## config.mk

```make
export PLATFORM = sky130hd
export DESIGN_NAME = frustum_box_cull_lod
export DESIGN_NICKNAME = d
export VERILOG_FILES = /design/src/rtl/core/fbcl_pkg.sv /design/src/rtl/core/fbcl_ctrl.sv /design/src/rtl/core/fbcl_dp.sv /design/src/rtl/core/frustum_box_cull_lod.sv
export SDC_FILE = /design/constraint.sdc
export NUM_CORES = 2
export LEC_CHECK = 0
export BUFFER_PORTS_ARGS = -buffer_cell sky130_fd_sc_hd__buf_2
export CELL_PAD_IN_SITES_DETAIL_PLACEMENT = 0
export CELL_PAD_IN_SITES_GLOBAL_PLACEMENT = 1
export CORE_ASPECT_RATIO = 0.75
export CORE_MARGIN = 2
export CORE_UTILIZATION = 25
export DETAILED_ROUTE_END_ITERATION = 8
export HOLD_SLACK_MARGIN = 0.12
export PLACE_DENSITY_LB_ADDON = 0.08
export SYNTH_ARGS = -nofsm -noshare
export SYNTH_HDL_FRONTEND = slang
export SYNTH_SLANG_ARGS = --single-unit
```

## constraint.sdc

```tcl
create_clock -name i_clk -period 17.4 [get_ports i_clk]
set_input_delay 0.87 -clock i_clk [delete_from_list [all_inputs] [get_ports i_clk]]
set_output_delay 0.87 -clock i_clk [all_outputs]
set_load 0.005 [all_outputs]
```

## src/rtl/core/fbcl_pkg.sv

```systemverilog
// ============================================================================
// fbcl_pkg: shared types and constants for the frustum cull and LOD block
// Field widths, stream packing offsets, the controller state encoding and
// the command and status bundles between the controller and the datapath.
// ============================================================================
`default_nettype none

package fbcl_pkg;

    // Field widths.
    localparam int SIZE_W  = 23;   // chunk edge length, unsigned Q15.8
    localparam int COORD_W = 16;   // chunk grid coordinate
    localparam int POS_W   = 24;   // camera position, signed Q16.8
    localparam int NRM_W   = 16;   // normal component, signed Q2.14
    localparam int OFF_W   = 24;   // plane constant, signed Q16.8
    localparam int IDX_W   = 3;    // plane index field
    localparam int LOD_W   = 2;

    // Internal widths.
    localparam int MIN_W   = 39;   // coord * size and coord * size + size
    localparam int DIFF_W  = 40;   // camera minus chunk corner
    localparam int ABS_W   = 39;   // magnitude of that difference
    localparam int NEAR_W  = 25;   // width of 4 * size
    localparam int MUL_W   = 26;   // signed operand width of the shared multiplier
    localparam int PROD_W  = 2 * MUL_W;
    localparam int SS_W    = 2 * SIZE_W;
    localparam int D2_W    = 2 * NEAR_W + 1;
    localparam int ACC_W   = 56;   // plane distance in Q.22
    localparam int SPLIT   = 20;   // low part of a box coordinate per multiply
    localparam int BOX_TOP_SH = 13; // box top 32.0 in Q16.8 is 1 << 13
    localparam int OFF_SH  = 14;   // Q16.8 offset to Q.22

    localparam logic [SIZE_W-1:0] SIZE_RESET = 23'd16384;

    // Stream packing.
    localparam int IN_TDATA_W  = 160;
    localparam int OUT_TDATA_W = 8;
    localparam int F_IDX_LSB  = 0;
    localparam int F_NX_LSB   = F_IDX_LSB + IDX_W;
    localparam int F_NY_LSB   = F_NX_LSB + NRM_W;
    localparam int F_NZ_LSB   = F_NY_LSB + NRM_W;
    localparam int F_OFF_LSB  = F_NZ_LSB + NRM_W;
    localparam int F_CX_LSB   = F_OFF_LSB + OFF_W;
    localparam int F_CZ_LSB   = F_CX_LSB + COORD_W;
    localparam int F_CAMX_LSB = F_CZ_LSB + COORD_W;
    localparam int F_CAMZ_LSB = F_CAMX_LSB + POS_W;
    localparam int F_UPD_LSB  = F_CAMZ_LSB + POS_W;

    // Operation codes carried in tuser.
    localparam logic OP_TEST = 1'b0;
    localparam logic OP_LOAD = 1'b1;

    // Detail levels.
    localparam logic [LOD_W-1:0] LOD_NEAR = 2'd0;
    localparam logic [LOD_W-1:0] LOD_MID  = 2'd1;
    localparam logic [LOD_W-1:0] LOD_FAR  = 2'd2;

    typedef enum logic [4:0] {
        ST_IDLE,
        ST_MINX,
        ST_MINZ,
        ST_SS,
        ST_DIFF,
        ST_ABS,
        ST_DX2,
        ST_DZ2,
        ST_D2,
        ST_LOD,
        ST_PL_XL,
        ST_PL_XH,
        ST_PL_ZL,
        ST_PL_ZH,
        ST_PL_END,
        ST_PL_CHK,
        ST_DONE
    } t_state;

    // Operand pair steered into the shared multiplier.
    typedef enum logic [3:0] {
        MS_NONE,
        MS_CXS,
        MS_CZS,
        MS_SS,
        MS_DX2,
        MS_DZ2,
        MS_XL,
        MS_XH,
        MS_ZL,
        MS_ZH
    } t_mul_sel;

    // Where the registered product goes.
    typedef enum logic [2:0] {
        PD_NONE,
        PD_MINX,
        PD_MINZ,
        PD_SS,
        PD_D2_SET,
        PD_D2_ADD,
        PD_ACC_LO,
        PD_ACC_HI
    } t_prod_dst;

    typedef struct packed {
        logic      store_we;
        logic      capture;
        t_mul_sel  mul_sel;
        t_prod_dst prod_dst;
        logic      diff;
        logic      abs_dist;
        logic      far_chk;
        logic      lod_set;
        logic      vis_init;
        logic      pl_clr;
        logic      pl_inc;
        logic      pl_init;
        logic      pl_check;
        logic      out_load;
    } t_cmd;

    typedef struct packed {
        logic out_free;
        logic pl_last;
        logic upd;
    } t_status;

endpackage

`default_nettype wire

```

## src/rtl/core/fbcl_ctrl.sv

```systemverilog
// ============================================================================
// fbcl_ctrl: sequencing controller
// Walks one test transaction through the shared multiplier schedule and
// issues datapath commands; plane loads are written straight from idle.
// ============================================================================
`default_nettype none

module fbcl_ctrl (
    input  wire             i_clk,
    input  wire             i_rst_n,
    input  wire             i_s_tvalid,
    input  wire             i_s_tuser,
    output logic            o_s_tready,
    input  wire fbcl_pkg::t_status i_status,
    output fbcl_pkg::t_cmd  o_cmd
);

    fbcl_pkg::t_state r_state;
    fbcl_pkg::t_state n_state;

    always_ff @(posedge i_clk) begin
        if (!i_rst_n) begin
            r_state <= fbcl_pkg::ST_IDLE;
        end else begin
            r_state <= n_state;
        end
    end

    // Next state.
    always_comb begin
        n_state = r_state;
        unique case (r_state)
            fbcl_pkg::ST_IDLE: begin
                if (i_s_tvalid && (i_s_tuser == fbcl_pkg::OP_TEST)) begin
                    n_state = fbcl_pkg::ST_MINX;
                end
            end
            fbcl_pkg::ST_MINX:   n_state = fbcl_pkg::ST_MINZ;
            fbcl_pkg::ST_MINZ:   n_state = fbcl_pkg::ST_SS;
            fbcl_pkg::ST_SS:     n_state = fbcl_pkg::ST_DIFF;
            fbcl_pkg::ST_DIFF:   n_state = fbcl_pkg::ST_ABS;
            fbcl_pkg::ST_ABS:    n_state = fbcl_pkg::ST_DX2;
            fbcl_pkg::ST_DX2:    n_state = fbcl_pkg::ST_DZ2;
            fbcl_pkg::ST_DZ2:    n_state = fbcl_pkg::ST_D2;
            fbcl_pkg::ST_D2:     n_state = fbcl_pkg::ST_LOD;
            fbcl_pkg::ST_LOD: begin
                n_state = i_status.upd ? fbcl_pkg::ST_PL_XL : fbcl_pkg::ST_DONE;
            end
            fbcl_pkg::ST_PL_XL:  n_state = fbcl_pkg::ST_PL_XH;
            fbcl_pkg::ST_PL_XH:  n_state = fbcl_pkg::ST_PL_ZL;
            fbcl_pkg::ST_PL_ZL:  n_state = fbcl_pkg::ST_PL_ZH;
            fbcl_pkg::ST_PL_ZH:  n_state = fbcl_pkg::ST_PL_END;
            fbcl_pkg::ST_PL_END: n_state = fbcl_pkg::ST_PL_CHK;
            fbcl_pkg::ST_PL_CHK: begin
                n_state = i_status.pl_last ? fbcl_pkg::ST_DONE : fbcl_pkg::ST_PL_XL;
            end
            fbcl_pkg::ST_DONE: begin
                if (i_status.out_free) begin
                    n_state = fbcl_pkg::ST_IDLE;
                end
            end
            default:             n_state = fbcl_pkg::ST_IDLE;
        endcase
    end

    // Outputs.
    always_comb begin
        o_cmd      = '0;
        o_s_tready = 1'b0;
        unique case (r_state)
            fbcl_pkg::ST_IDLE: begin
                o_s_tready = 1'b1;
                if (i_s_tvalid) begin
                    o_cmd.store_we = (i_s_tuser == fbcl_pkg::OP_LOAD);
                    o_cmd.capture  = (i_s_tuser == fbcl_pkg::OP_TEST);
                end
            end
            fbcl_pkg::ST_MINX: begin
                o_cmd.mul_sel = fbcl_pkg::MS_CXS;
            end
            fbcl_pkg::ST_MINZ: begin
                o_cmd.mul_sel  = fbcl_pkg::MS_CZS;
                o_cmd.prod_dst = fbcl_pkg::PD_MINX;
            end
            fbcl_pkg::ST_SS: begin
                o_cmd.mul_sel  = fbcl_pkg::MS_SS;
                o_cmd.prod_dst = fbcl_pkg::PD_MINZ;
            end
            fbcl_pkg::ST_DIFF: begin
                o_cmd.prod_dst = fbcl_pkg::PD_SS;
                o_cmd.diff     = 1'b1;
            end
            fbcl_pkg::ST_ABS: begin
                o_cmd.abs_dist = 1'b1;
            end
            fbcl_pkg::ST_DX2: begin
                o_cmd.mul_sel = fbcl_pkg::MS_DX2;
                o_cmd.far_chk = 1'b1;
            end
            fbcl_pkg::ST_DZ2: begin
                o_cmd.mul_sel  = fbcl_pkg::MS_DZ2;
                o_cmd.prod_dst = fbcl_pkg::PD_D2_SET;
            end
            fbcl_pkg::ST_D2: begin
                o_cmd.prod_dst = fbcl_pkg::PD_D2_ADD;
            end
            fbcl_pkg::ST_LOD: begin
                o_cmd.lod_set  = 1'b1;
                o_cmd.vis_init = 1'b1;
                o_cmd.pl_clr   = 1'b1;
            end
            fbcl_pkg::ST_PL_XL: begin
                o_cmd.mul_sel = fbcl_pkg::MS_XL;
                o_cmd.pl_init = 1'b1;
            end
            fbcl_pkg::ST_PL_XH: begin
                o_cmd.mul_sel  = fbcl_pkg::MS_XH;
                o_cmd.prod_dst = fbcl_pkg::PD_ACC_LO;
            end
            fbcl_pkg::ST_PL_ZL: begin
                o_cmd.mul_sel  = fbcl_pkg::MS_ZL;
                o_cmd.prod_dst = fbcl_pkg::PD_ACC_HI;
            end
            fbcl_pkg::ST_PL_ZH: begin
                o_cmd.mul_sel  = fbcl_pkg::MS_ZH;
                o_cmd.prod_dst = fbcl_pkg::PD_ACC_LO;
            end
            fbcl_pkg::ST_PL_END: begin
                o_cmd.prod_dst = fbcl_pkg::PD_ACC_HI;
            end
            fbcl_pkg::ST_PL_CHK: begin
                o_cmd.pl_check = 1'b1;
                o_cmd.pl_inc   = !i_status.pl_last;
            end
            fbcl_pkg::ST_DONE: begin
                o_cmd.out_load = i_status.out_free;
            end
            default: begin
                o_cmd = '0;
            end
        endcase
    end

endmodule

`default_nettype wire

```

## src/rtl/core/fbcl_dp.sv

```systemverilog
// ============================================================================
// fbcl_dp: datapath for the frustum cull and LOD block
// Plane store, chunk size register, one shared 26x26 signed multiplier with
// a registered product, distance and plane accumulators, output register.
// ============================================================================
`default_nettype none

module fbcl_dp #(
    parameter int NUM_PLANES = 6
) (
    input  wire                                i_clk,
    input  wire                                i_rst_n,
    input  wire                                i_cfg_we,
    input  wire  [fbcl_pkg::SIZE_W-1:0]        i_cfg_wdata,
    input  wire  [fbcl_pkg::IN_TDATA_W-1:0]    i_s_tdata,
    input  wire fbcl_pkg::t_cmd                i_cmd,
    output fbcl_pkg::t_status                  o_status,
    output logic                               o_m_tvalid,
    input  wire                                i_m_tready,
    output logic [fbcl_pkg::LOD_W-1:0]         o_lod,
    output logic                               o_visible,
    output logic                               o_tested
);

    localparam int PW = (NUM_PLANES > 1) ? $clog2(NUM_PLANES) : 1;

    localparam int SIZE_W  = fbcl_pkg::SIZE_W;
    localparam int COORD_W = fbcl_pkg::COORD_W;
    localparam int POS_W   = fbcl_pkg::POS_W;
    localparam int NRM_W   = fbcl_pkg::NRM_W;
    localparam int OFF_W   = fbcl_pkg::OFF_W;
    localparam int IDX_W   = fbcl_pkg::IDX_W;
    localparam int MIN_W   = fbcl_pkg::MIN_W;
    localparam int DIFF_W  = fbcl_pkg::DIFF_W;
    localparam int ABS_W   = fbcl_pkg::ABS_W;
    localparam int NEAR_W  = fbcl_pkg::NEAR_W;
    localparam int MUL_W   = fbcl_pkg::MUL_W;
    localparam int PROD_W  = fbcl_pkg::PROD_W;
    localparam int SS_W    = fbcl_pkg::SS_W;
    localparam int D2_W    = fbcl_pkg::D2_W;
    localparam int ACC_W   = fbcl_pkg::ACC_W;
    localparam int SPLIT   = fbcl_pkg::SPLIT;

    // Input fields.
    logic        [IDX_W-1:0]   in_idx;
    logic signed [NRM_W-1:0]   in_nx, in_ny, in_nz;
    logic signed [OFF_W-1:0]   in_off;
    logic signed [COORD_W-1:0] in_cx, in_cz;
    logic signed [POS_W-1:0]   in_camx, in_camz;
    logic                      in_upd;
    logic                      idx_ok;

    assign in_idx  = i_s_tdata[fbcl_pkg::F_IDX_LSB +: IDX_W];
    assign in_nx   = i_s_tdata[fbcl_pkg::F_NX_LSB +: NRM_W];
    assign in_ny   = i_s_tdata[fbcl_pkg::F_NY_LSB +: NRM_W];
    assign in_nz   = i_s_tdata[fbcl_pkg::F_NZ_LSB +: NRM_W];
    assign in_off  = i_s_tdata[fbcl_pkg::F_OFF_LSB +: OFF_W];
    assign in_cx   = i_s_tdata[fbcl_pkg::F_CX_LSB +: COORD_W];
    assign in_cz   = i_s_tdata[fbcl_pkg::F_CZ_LSB +: COORD_W];
    assign in_camx = i_s_tdata[fbcl_pkg::F_CAMX_LSB +: POS_W];
    assign in_camz = i_s_tdata[fbcl_pkg::F_CAMZ_LSB +: POS_W];
    assign in_upd  = i_s_tdata[fbcl_pkg::F_UPD_LSB];
    assign idx_ok  = ((IDX_W+1)'(in_idx) < (IDX_W+1)'(NUM_PLANES));

    // Control and architectural state.
    logic        [SIZE_W-1:0] r_size;
    logic signed [NRM_W-1:0]  r_pnx  [NUM_PLANES];
    logic signed [NRM_W-1:0]  r_pny  [NUM_PLANES];
    logic signed [NRM_W-1:0]  r_pnz  [NUM_PLANES];
    logic signed [OFF_W-1:0]  r_poff [NUM_PLANES];
    logic        [PW-1:0]     r_pidx;
    logic                     r_ovalid;

    // Working registers.
    logic signed [COORD_W-1:0] r_cx, r_cz;
    logic signed [POS_W-1:0]   r_camx, r_camz;
    logic                      r_upd;
    logic signed [PROD_W-1:0]  r_prod;
    logic signed [MIN_W-1:0]   r_minx, r_minz, r_maxx, r_maxz;
    logic signed [DIFF_W-1:0]  r_dx, r_dz;
    logic        [ABS_W-1:0]   r_adx, r_adz;
    logic        [SS_W-1:0]    r_ss;
    logic        [D2_W-1:0]    r_d2;
    logic                      r_far;
    logic [fbcl_pkg::LOD_W-1:0] r_lod;
    logic                      r_vis;
    logic signed [ACC_W-1:0]   r_acc;
    logic [fbcl_pkg::LOD_W-1:0] r_olod;
    logic                      r_ovis;
    logic                      r_otested;

    // Current plane.
    logic signed [NRM_W-1:0] rd_nx, rd_ny, rd_nz;
    logic signed [OFF_W-1:0] rd_off;
    logic signed [MIN_W-1:0] sel_x, sel_z;

    assign rd_nx  = r_pnx[r_pidx];
    assign rd_ny  = r_pny[r_pidx];
    assign rd_nz  = r_pnz[r_pidx];
    assign rd_off = r_poff[r_pidx];

    // Positive vertex: far box face along a non-negative normal component.
    assign sel_x = rd_nx[NRM_W-1] ? r_minx : r_maxx;
    assign sel_z = rd_nz[NRM_W-1] ? r_minz : r_maxz;

    // Shared multiplier operands.
    logic signed [MUL_W-1:0]  mul_a, mul_b;
    logic signed [PROD_W-1:0] n_prod;
    logic        [MUL_W-1:0]  size_op;

    assign size_op = {{(MUL_W-SIZE_W){1'b0}}, r_size};

    always_comb begin
        mul_a = '0;
        mul_b = '0;
        case (i_cmd.mul_sel)
            fbcl_pkg::MS_NONE: begin
                mul_a = '0;
                mul_b = '0;
            end
            fbcl_pkg::MS_CXS: begin
                mul_a = {{(MUL_W-COORD_W){r_cx[COORD_W-1]}}, r_cx};
                mul_b = size_op;
            end
            fbcl_pkg::MS_CZS: begin
                mul_a = {{(MUL_W-COORD_W){r_cz[COORD_W-1]}}, r_cz};
                mul_b = size_op;
            end
            fbcl_pkg::MS_SS: begin
                mul_a = size_op;
                mul_b = size_op;
            end
            fbcl_pkg::MS_DX2: begin
                mul_a = {{(MUL_W-NEAR_W){1'b0}}, r_adx[NEAR_W-1:0]};
                mul_b = {{(MUL_W-NEAR_W){1'b0}}, r_adx[NEAR_W-1:0]};
            end
            fbcl_pkg::MS_DZ2: begin
                mul_a = {{(MUL_W-NEAR_W){1'b0}}, r_adz[NEAR_W-1:0]};
                mul_b = {{(MUL_W-NEAR_W){1'b0}}, r_adz[NEAR_W-1:0]};
            end
            fbcl_pkg::MS_XL: begin
                mul_a = {{(MUL_W-NRM_W){rd_nx[NRM_W-1]}}, rd_nx};
                mul_b = {{(MUL_W-SPLIT){1'b0}}, sel_x[SPLIT-1:0]};
            end
            fbcl_pkg::MS_XH: begin
                mul_a = {{(MUL_W-NRM_W){rd_nx[NRM_W-1]}}, rd_nx};
                mul_b = {{(MUL_W-MIN_W+SPLIT){sel_x[MIN_W-1]}}, sel_x[MIN_W-1:SPLIT]};
            end
            fbcl_pkg::MS_ZL: begin
                mul_a = {{(MUL_W-NRM_W){rd_nz[NRM_W-1]}}, rd_nz};
                mul_b = {{(MUL_W-SPLIT){1'b0}}, sel_z[SPLIT-1:0]};
            end
            fbcl_pkg::MS_ZH: begin
                mul_a = {{(MUL_W-NRM_W){rd_nz[NRM_W-1]}}, rd_nz};
                mul_b = {{(MUL_W-MIN_W+SPLIT){sel_z[MIN_W-1]}}, sel_z[MIN_W-1:SPLIT]};
            end
            default: begin
                mul_a = '0;
                mul_b = '0;
            end
        endcase
    end

    assign n_prod = mul_a * mul_b;

    // Derived terms.
    logic signed [DIFF_W-1:0] neg_dx, neg_dz;
    logic        [ABS_W-1:0]  far_lim;
    logic        [D2_W-1:0]   lim_near, lim_mid;
    logic signed [ACC_W-1:0]  off_term, ny_term, prod_lo, prod_hi;

    assign neg_dx   = -r_dx;
    assign neg_dz   = -r_dz;
    assign far_lim  = {{(ABS_W-SIZE_W-2){1'b0}}, r_size, 2'b00};
    assign lim_near = {{(D2_W-SS_W-2){1'b0}}, r_ss, 2'b00};
    assign lim_mid  = {{(D2_W-SS_W-4){1'b0}}, r_ss, 4'b0000};
    assign off_term = {{(ACC_W-OFF_W-fbcl_pkg::OFF_SH){rd_off[OFF_W-1]}}, rd_off,
                       {fbcl_pkg::OFF_SH{1'b0}}};
    assign ny_term  = rd_ny[NRM_W-1] ? '0 :
                      {{(ACC_W-NRM_W-fbcl_pkg::BOX_TOP_SH){1'b0}}, rd_ny,
                       {fbcl_pkg::BOX_TOP_SH{1'b0}}};
    assign prod_lo  = {{(ACC_W-PROD_W){r_prod[PROD_W-1]}}, r_prod};
    assign prod_hi  = {r_prod[ACC_W-SPLIT-1:0], {SPLIT{1'b0}}};

    // State with reset.
    always_ff @(posedge i_clk) begin
        if (!i_rst_n) begin
            r_size   <= fbcl_pkg::SIZE_RESET;
            r_pidx   <= '0;
            r_ovalid <= 1'b0;
            for (int i = 0; i < NUM_PLANES; i++) begin
                r_pnx[i]  <= '0;
                r_pny[i]  <= '0;
                r_pnz[i]  <= '0;
                r_poff[i] <= '0;
            end
        end else begin
            if (i_cfg_we) begin
                r_size <= i_cfg_wdata;
            end
            if (i_cmd.store_we && idx_ok) begin
                r_pnx[in_idx[PW-1:0]]  <= in_nx;
                r_pny[in_idx[PW-1:0]]  <= in_ny;
                r_pnz[in_idx[PW-1:0]]  <= in_nz;
                r_poff[in_idx[PW-1:0]] <= in_off;
            end
            if (i_cmd.pl_clr) begin
                r_pidx <= '0;
            end else if (i_cmd.pl_inc) begin
                r_pidx <= r_pidx + PW'(1);
            end
            if (i_cmd.out_load) begin
                r_ovalid <= 1'b1;
            end else if (i_m_tready) begin
                r_ovalid <= 1'b0;
            end
        end
    end

    // Working registers.
    always_ff @(posedge i_clk) begin
        r_prod <= n_prod;
        if (i_cmd.capture) begin
            r_cx   <= in_cx;
            r_cz   <= in_cz;
            r_camx <= in_camx;
            r_camz <= in_camz;
            r_upd  <= in_upd;
        end
        unique case (i_cmd.prod_dst)
            fbcl_pkg::PD_NONE:   ;
            fbcl_pkg::PD_MINX:   r_minx <= r_prod[MIN_W-1:0];
            fbcl_pkg::PD_MINZ:   r_minz <= r_prod[MIN_W-1:0];
            fbcl_pkg::PD_SS:     r_ss   <= r_prod[SS_W-1:0];
            fbcl_pkg::PD_D2_SET: r_d2   <= r_prod[D2_W-1:0];
            fbcl_pkg::PD_D2_ADD: r_d2   <= r_d2 + r_prod[D2_W-1:0];
            fbcl_pkg::PD_ACC_LO: r_acc  <= r_acc + prod_lo;
            fbcl_pkg::PD_ACC_HI: r_acc  <= r_acc + prod_hi;
            default:             ;
        endcase
        if (i_cmd.pl_init) begin
            r_acc <= off_term + ny_term;
        end
        if (i_cmd.diff) begin
            r_dx   <= {{(DIFF_W-POS_W){r_camx[POS_W-1]}}, r_camx}
                      - {r_minx[MIN_W-1], r_minx};
            r_dz   <= {{(DIFF_W-POS_W){r_camz[POS_W-1]}}, r_camz}
                      - {r_minz[MIN_W-1], r_minz};
            r_maxx <= r_minx + {{(MIN_W-SIZE_W){1'b0}}, r_size};
            r_maxz <= r_minz + {{(MIN_W-SIZE_W){1'b0}}, r_size};
        end
        if (i_cmd.abs_dist) begin
            r_adx <= r_dx[DIFF_W-1] ? neg_dx[ABS_W-1:0] : r_dx[ABS_W-1:0];
            r_adz <= r_dz[DIFF_W-1] ? neg_dz[ABS_W-1:0] : r_dz[ABS_W-1:0];
        end
        if (i_cmd.far_chk) begin
            r_far <= (r_adx >= far_lim) || (r_adz >= far_lim);
        end
        if (i_cmd.lod_set) begin
            priority if (r_far) begin
                r_lod <= fbcl_pkg::LOD_FAR;
            end else if (r_d2 < lim_near) begin
                r_lod <= fbcl_pkg::LOD_NEAR;
            end else if (r_d2 < lim_mid) begin
                r_lod <= fbcl_pkg::LOD_MID;
            end else begin
                r_lod <= fbcl_pkg::LOD_FAR;
            end
        end
        if (i_cmd.vis_init) begin
            r_vis <= r_upd;
        end else if (i_cmd.pl_check && r_acc[ACC_W-1]) begin
            r_vis <= 1'b0;
        end
        if (i_cmd.out_load) begin
            r_olod    <= r_lod;
            r_ovis    <= r_vis;
            r_otested <= r_upd;
        end
    end

    assign o_status.out_free = !r_ovalid || i_m_tready;
    assign o_status.pl_last  = (r_pidx == PW'(NUM_PLANES - 1));
    assign o_status.upd      = r_upd;

    assign o_m_tvalid = r_ovalid;
    assign o_lod      = r_olod;
    assign o_visible  = r_ovis;
    assign o_tested   = r_otested;

endmodule

`default_nettype wire

```

## src/rtl/core/frustum_box_cull_lod.sv

```systemverilog
// ============================================================================
// frustum_box_cull_lod: frustum culling and level-of-detail choice per chunk
// Top level joining the sequencing controller and the arithmetic datapath.
// ============================================================================
//
// Usage. Items arrive on the s_axis stream; tuser selects the operation.
// A plane load (tuser 1) writes one entry of the plane store in the cycle it
// is accepted and produces no result; loads with an index at or beyond
// NUM_PLANES are dropped. A chunk test (tuser 0) produces exactly one result
// transaction on m_axis with the detail level and the visibility flags.
// A test always computes the detail level; the visibility test runs only when
// update_frustum is set. One test is in flight at a time: no new item is
// taken until its result has been handed to the output register. For the
// visibility test, each plane needs four partial products of normal times box
// coordinate from the shared 26x26 multiplier, then a step to finish the sum
// and one to check its sign. The result sits in an output register, so a
// stalled receiver does not block acceptance of the next transaction; only
// the hand-off of a finished result waits for that register to drain. Reset
// clears the plane store and loads the chunk size with 64.0. The chunk size
// is written through i_cfg_we and i_cfg_wdata; the user must do so only while
// no test is in progress, as the block itself does not enforce it.
//
`default_nettype none

module frustum_box_cull_lod #(
    parameter int NUM_PLANES = 6
) (
    input  wire                                 i_clk,
    input  wire                                 i_rst_n,
    // Configuration: chunk edge length, unsigned Q15.8.
    input  wire                                 i_cfg_we,
    input  wire  [fbcl_pkg::SIZE_W-1:0]         i_cfg_wdata,
    // Input stream.
    input  wire                                 s_axis_tvalid,
    output logic                                s_axis_tready,
    // tdata, lowest bit up: plane_index[3], plane_nx[16], plane_ny[16],
    // plane_nz[16], plane_offset[24], chunk_x[16], chunk_z[16],
    // camera_x[24], camera_z[24], update_frustum[1], zero padding[4].
    input  wire  [fbcl_pkg::IN_TDATA_W-1:0]     s_axis_tdata,
    // tuser: operation[1] (0 test chunk, 1 load plane).
    input  wire                                 s_axis_tuser,
    // Result stream.
    output logic                                m_axis_tvalid,
    input  wire                                 m_axis_tready,
    // tdata, lowest bit up: lod_level[2], visible[1], visibility_tested[1],
    // zero padding[4].
    output logic [fbcl_pkg::OUT_TDATA_W-1:0]    m_axis_tdata
);

    fbcl_pkg::t_cmd    cmd;
    fbcl_pkg::t_status status;

    logic [fbcl_pkg::LOD_W-1:0] res_lod;
    logic                       res_visible;
    logic                       res_tested;

    // The controller owns sequencing and the input handshake.
    fbcl_ctrl u_ctrl (
        .i_clk      (i_clk),
        .i_rst_n    (i_rst_n),
        .i_s_tvalid (s_axis_tvalid),
        .i_s_tuser  (s_axis_tuser),
        .o_s_tready (s_axis_tready),
        .i_status   (status),
        .o_cmd      (cmd)
    );

    // The datapath holds the plane store, the multiplier and the output register.
    fbcl_dp #(
        .NUM_PLANES (NUM_PLANES)
    ) u_dp (
        .i_clk       (i_clk),
        .i_rst_n     (i_rst_n),
        .i_cfg_we    (i_cfg_we),
        .i_cfg_wdata (i_cfg_wdata),
        .i_s_tdata   (s_axis_tdata),
        .i_cmd       (cmd),
        .o_status    (status),
        .o_m_tvalid  (m_axis_tvalid),
        .i_m_tready  (m_axis_tready),
        .o_lod       (res_lod),
        .o_visible   (res_visible),
        .o_tested    (res_tested)
    );

    // Result fields are packed from bit zero upward with zero padding on top.
    assign m_axis_tdata = {{(fbcl_pkg::OUT_TDATA_W - fbcl_pkg::LOD_W - 2){1'b0}},
                           res_tested, res_visible, res_lod};

endmodule

`default_nettype wire

```

Word level (Yosys, flattened, before mapping). Memories as Yosys holds them, arrays and structs flattened. A register that Yosys moved wholly into a read port is not among the register bits. Cells that the tools add are included.

$add $sub $neg: 11. Multipliers: 1. Equality and inequality tests: 35. Bitwise gates (word level): 2. Order comparisons: 5. Reductions and logical operators: 24. Muxes and demuxes: 58.

Operators by type and width (count): one-hot mux 26 bit (7 select lines) (2); 2-to-1 mux 39 bit (4); one-hot mux 56 bit (2 select lines) (1); one-hot mux 51 bit (2 select lines) (1); one-hot mux 5 bit (17 select lines) (1); subtractor 24 x 39 -> 40 bit (2); adder 39 x 23 -> 39 bit (2); greater-or-equal comparator 39 x 25 -> 1 bit (2); negator 39 bit (2); adder 56 x 52 -> 56 bit (1); adder 56 bit (1); 2-to-1 mux 56 bit (1); multiplier 26 x 26 -> 52 bit (1); adder 51 bit (1); less-than comparator 51 x 48 -> 1 bit (1); less-than comparator 51 x 50 -> 1 bit (1); 2-to-1 mux 16 bit (3); OR reduction 16 bit (3); equality test 5 x 4 -> 1 bit (second input constant) (8); adder 38 x 29 -> 39 bit (1); 2-to-1 mux 3 bit (13); one-hot mux 4 bit (9 select lines) (1); 2-to-1 mux 28 bit (1); 2-to-1 mux 24 bit (1); 29 further kinds (81).

Bits in writable memories: 432. Output and inout port bits: 10. Bits in registers: 640. Memories: 4.

Memories: u_dp.r_poff (words 6, bits a word 24, read ports 1, clocked after Yosys merged registers in 1, write ports 6, RTL line fbcl_dp.sv:70) `logic signed [OFF_W-1:0] r_poff [NUM_PLANES];`; u_dp.r_pnx (words 6, bits a word 16, read ports 1, clocked after Yosys merged registers in 1, write ports 6, RTL line fbcl_dp.sv:67) `logic signed [NRM_W-1:0] r_pnx [NUM_PLANES];`; u_dp.r_pny (words 6, bits a word 16, read ports 1, clocked after Yosys merged registers in 1, write ports 6, RTL line fbcl_dp.sv:68) `logic signed [NRM_W-1:0] r_pny [NUM_PLANES];`; u_dp.r_pnz (words 6, bits a word 16, read ports 1, clocked after Yosys merged registers in 1, write ports 6, RTL line fbcl_dp.sv:69) `logic signed [NRM_W-1:0] r_pnz [NUM_PLANES];`.

Depth between registers and ports, before layout.
Depth in word-level cells: 9. Gate-level depth with buffers: 38.

Modules after synthesis. Synthesis repeated with hierarchy kept, for this count alone.

Cell total of the unflattened synthesis: 8454. Area total of the unflattened synthesis: 90390.4 um^2.

By module, submodules not included: fbcl_dp (times used 1, cells an instance 8373, area each 89782.4 um^2); fbcl_ctrl (times used 1, cells an instance 74, area each 559.3 um^2); frustum_box_cull_lod (times used 1, cells an instance 7, area each 48.8 um^2).

Worst setup path before layout. OpenSTA, ideal clock, no wires.

Path type: register to register. Start: reg u_ctrl.r_state[1]. End: reg u_dp.r_dx[0], enable pin. Setup slack: 5.048 ns. Required time: 16.532 ns. Period minus slack after synthesis: 12.352 ns. Arrival: 11.483 ns. Stages on the path, launching flop included: 4. Buffers on the path: 2. Path through: dfxtp_1 clkbuf_1 buf_1 nor3_1.

Longest elaborated chain between the ends: 2.

Ends and longest elaborated chain: start, declared (RTL line fbcl_ctrl.sv:18) `fbcl_pkg::t_state r_state;`; start signal, assigned (RTL line fbcl_ctrl.sv:23) `r_state <= fbcl_pkg::ST_IDLE;`; start signal, assigned (RTL line fbcl_ctrl.sv:25) `r_state <= n_state;`; equality test 5 x 3 -> 1 bit (RTL line fbcl_ctrl.sv:70) `unique case (r_state)`; 2-to-1 mux 1 bit (RTL line fbcl_ctrl.sv:70); end signal, assigned (RTL line fbcl_dp.sv:245) `r_dx <= {{(DIFF_W-POS_W){r_camx[POS_W-1]}}, r_camx}`; end, declared (RTL line fbcl_dp.sv:80) `logic signed [DIFF_W-1:0] r_dx, r_dz;`.

Every way passes these cells. A chain may end at the register's enable or synchronous reset.

==> results.json <==
{
  "critPathLaunchType": "register",
  "clk_latency_ns": 0.88,
  "vdd_ir_drop_max_mv": 0.06613,
  "setup_violations": 0,
  "cellPowerDensity_nw_per_um2": 95.18,
  "yosys.area.top_type": "edfxtp_1",
  "fin_util": 0.2873,
  "timing.fmax_mhz": 80.37,
  "grt_max_degree": 80,
  "start_util": 0.2514,
  "port_buffers": 190,
  "ys_seq_area_frac": 0.3976,
  "period_share": 0.7151,
  "synth-edff-count": 1132,
  "internal-power_mw": 6.218,
  "cts_tree": "yes",
  "async_flop_share": 0,
  "required_ns": 18.15,
  "post_cts_buffers": 0,
  "netlist_area_sq_um": 89880,
  "vias": 63867,
  "dp_hpwl_mm": 268.4,
  "worst_slew_pin_slew_ns": 1.414,
  "synth_flop_cell": "edfxtp_1",
  "fp.coreArea_sq_um": 357500,
  "routed_via_density": 4.694,
  "critPathArrivalTime_ns": 13.19,
  "worstSetupEndpointType": "register",
  "area_growth_pct": 14.30,
  "period_needed_ns": 12.44,
  "ys_top_cells_by_area": "edfxtp_1, fa_1, ha_1",
  "routedWlPerCell_microns": 26.36,
  "ys_types": 95,
  "clk_pin_slew_ns": 0.06,
  "path_class": "register to register",
  "crit_fanout": 49,
  "status": "completed",
  "netSwitchingFraction": 0.3640,
  "p_comb_frac": 0.304,
  "syn_inst": 8305,
  "cts.path.max_buffers": 4,
  "drive_gt1_frac": 0.1000,
  "ant_nets": 0,
  "die_area_sq_um": 364400,
  "synth_top_area_frac": 0.3782,
  "synth.most_common_cell": "edfxtp_1",
  "relSlewSlack": 0.05193,
  "rows": 190,
  "numCtsBuffers": 159,
  "cts_root_buf": "clkbuf_16",
  "finalSetupTns_ns": 0,
  "drc": 0,
  "p_leak_nw": 43.14,
  "crit_path_top_delay_cell": "fa_1",
  "dr.first_iter.drc_count": 5161,
  "num_io_pins": 199,
  "grt_setup_unrepaired": "false",
  "slew_violations": 0,
  "die-height_microns": 523.3,
  "seqPwrFrac": 0.376,
  "yosysWarnings": 0,
  "synth_seq_cells": 1219,
  "grt-ovfl-total": 0,
  "avgSynthCellArea_sq_um": 10.82,
  "slowest_delay_ns": 1.10,
  "gp_congestion": 0.8421,
  "hp-class": "input pin to register",
  "finalHoldViolCount": 0,
  "cts-resized-gates": 0,
  "synth_common_cells": "edfxtp_1, inv_1, nor2_1",
  "grt_pass1_vias": 65260,
  "htreeDepth": 4,
  "antenna_found_initial": 42,
  "crit_top_cell": "fa_1",
  "grt_usage": 0.1956,
  "clkSinkCount": 1219,
  "die-width_microns": 696.4,
  "clock-skew-final_ns": 0.09275,
  "wirelength_mm": 358.6,
  "p_clk_frac": 0.320,
  "p_switching_mw": 3.559,
  "maxCapViolations": 0,
  "grt_pass1_wl_mm": 505.4,
  "final_nets": 10145,
  "postCtsHoldBufs": 4,
  "dr.pass1.iters": 5
}
flip-flops by register name (all words and copies together), names as in the netlist, 46 cells and up, named ones only:
name,flops
u_dp.r_pnz,128
u_dp.r_prod,52
u_dp.r_poff,192
u_dp.r_pny,128
u_dp.r_d2,51
u_dp.r_pnx,128
u_dp.r_ss,46
u_dp.r_acc,56
cell usage in the layout (no fill, tap or decap), types with 35 or more instances in the layout:
cell type  instances
edfxtp_1        1132
inv_1           1112
nor2_1           903
nand2_1          763
fa_1             718
ha_1             564
a21oi_1          434
xnor2_1          314
o21ai_0          245
a21o_1           226
buf_2            190
buf_4            180
clkbuf_16        161
conb_1           148
mux4_2           144
xor2_1            83
mux2i_1           83
dfxtp_1           73
nor3_1            70
nand3_1           67
and2_1            67
nand4_1           65
nor2b_1           61
o21a_1            60
nand2b_1          60
and3_1            43
o31ai_1           42
clkbuf_1          42
a211oi_1          41
o21bai_1          38
a22o_1            38
a31oi_1           37
or3_1             35
layer usage:
layer | global-route usage | wire, microns
met1 | 0.3012 | 181100
met2 | 0.2918 | 152900
met3 | 0.02592 | 17730
met4 | 0.03616 | 6867
met5 | 0 | 0
metrics by stage:
| step | power [mW] | worst slack (ns) | instances | area, sq um | hold WS, ns |
|---|---|---|---|---|---|
| detailed placement | 6.713 | 4.919 | 13309 | 97920 | 0.4203 |
| global route | 10.30 | 4.253 | 13590 | 102700 | 0.1453 |
| CTS | 9.919 | 4.826 | 13589 | 102700 | 0.1203 |
| floorplan | 5.383 | 5.048 | 8452 | 90430 | 0.4003 |
| global placement | 6.724 | 4.850 | 13309 | 97920 | 0.4189 |
| finish | 9.778 | 4.957 | 13606 | 102700 | 0.1994 |
power by group through the flow:
stage | Combinational [mW] | Sequential [mW] | Clock (mW)
6_report | 2.97 | 3.68 | 3.13
3_5_place_dp | 2.97 | 3.75 | 0
2_1_floorplan | 1.78 | 3.60 | 0
3_3_place_gp | 2.98 | 3.74 | 0
4_1_cts | 2.99 | 3.69 | 3.24
5_1_grt | 3.27 | 3.69 | 3.35
critical path, delay by kind of cell (launching register included):
| kind | cells | cell delay, ns |
|---|---|---|
| AO/OA/AOI/OAI | 8 | 2.63 |
| XOR/XNOR | 1 | 0.14 |
| adder cells (fa/ha/maj) | 8 | 4.77 |
| buffers and inverters | 6 | 1.50 |
| flip-flops | 1 | 0.81 |
| multiplexers | 2 | 0.60 |
| AND/OR/NAND/NOR | 6 | 1.69 |
area by class of cell:
cell class / count / area [sq um]
Multi-Input combinational cell: 5800 / 49600
Fill cell: 37303 / 254800
Clock inverter: 68 / 476.7
Antenna cell: 17 / 42.54
Timing Repair Buffer: 377 / 2402
Clock buffer: 208 / 4255
Sequential cell: 1219 / 35760
Tap cell: 4800 / 6006
Inverter: 1117 / 4193
logic make-up (layout without fill, tap and decap cells):
family                   Yosys count  in the layout  synth area share
AND/OR/NAND/NOR                 2270           2270            0.1109
AO/OA/AOI/OAI                   1444           1444            0.1043
buffers and inverters           1433           1770           0.06074
adder cells (fa/ha/maj)         1282           1282            0.2384
flip-flops                      1219           1219            0.3976
XOR/XNOR                         397            397           0.03869
multiplexers                     259            259           0.04931
other                              1            165        0.00004172
final timing paths:
path              depth (start not counted)  slack [ns]                end         startpoint
setup / recovery                         31        4.96    u_dp.r_prod[51]           register
setup reg to reg                         31        4.96    u_dp.r_prod[51]           register
hold reg to reg                           1        0.43  u_ctrl.r_state[0]  u_ctrl.r_state[0]
hold / removal                            1        0.20      u_dp.r_cx[15]   s_axis_tdata[90]
Power figures use the tool's default switching activity.
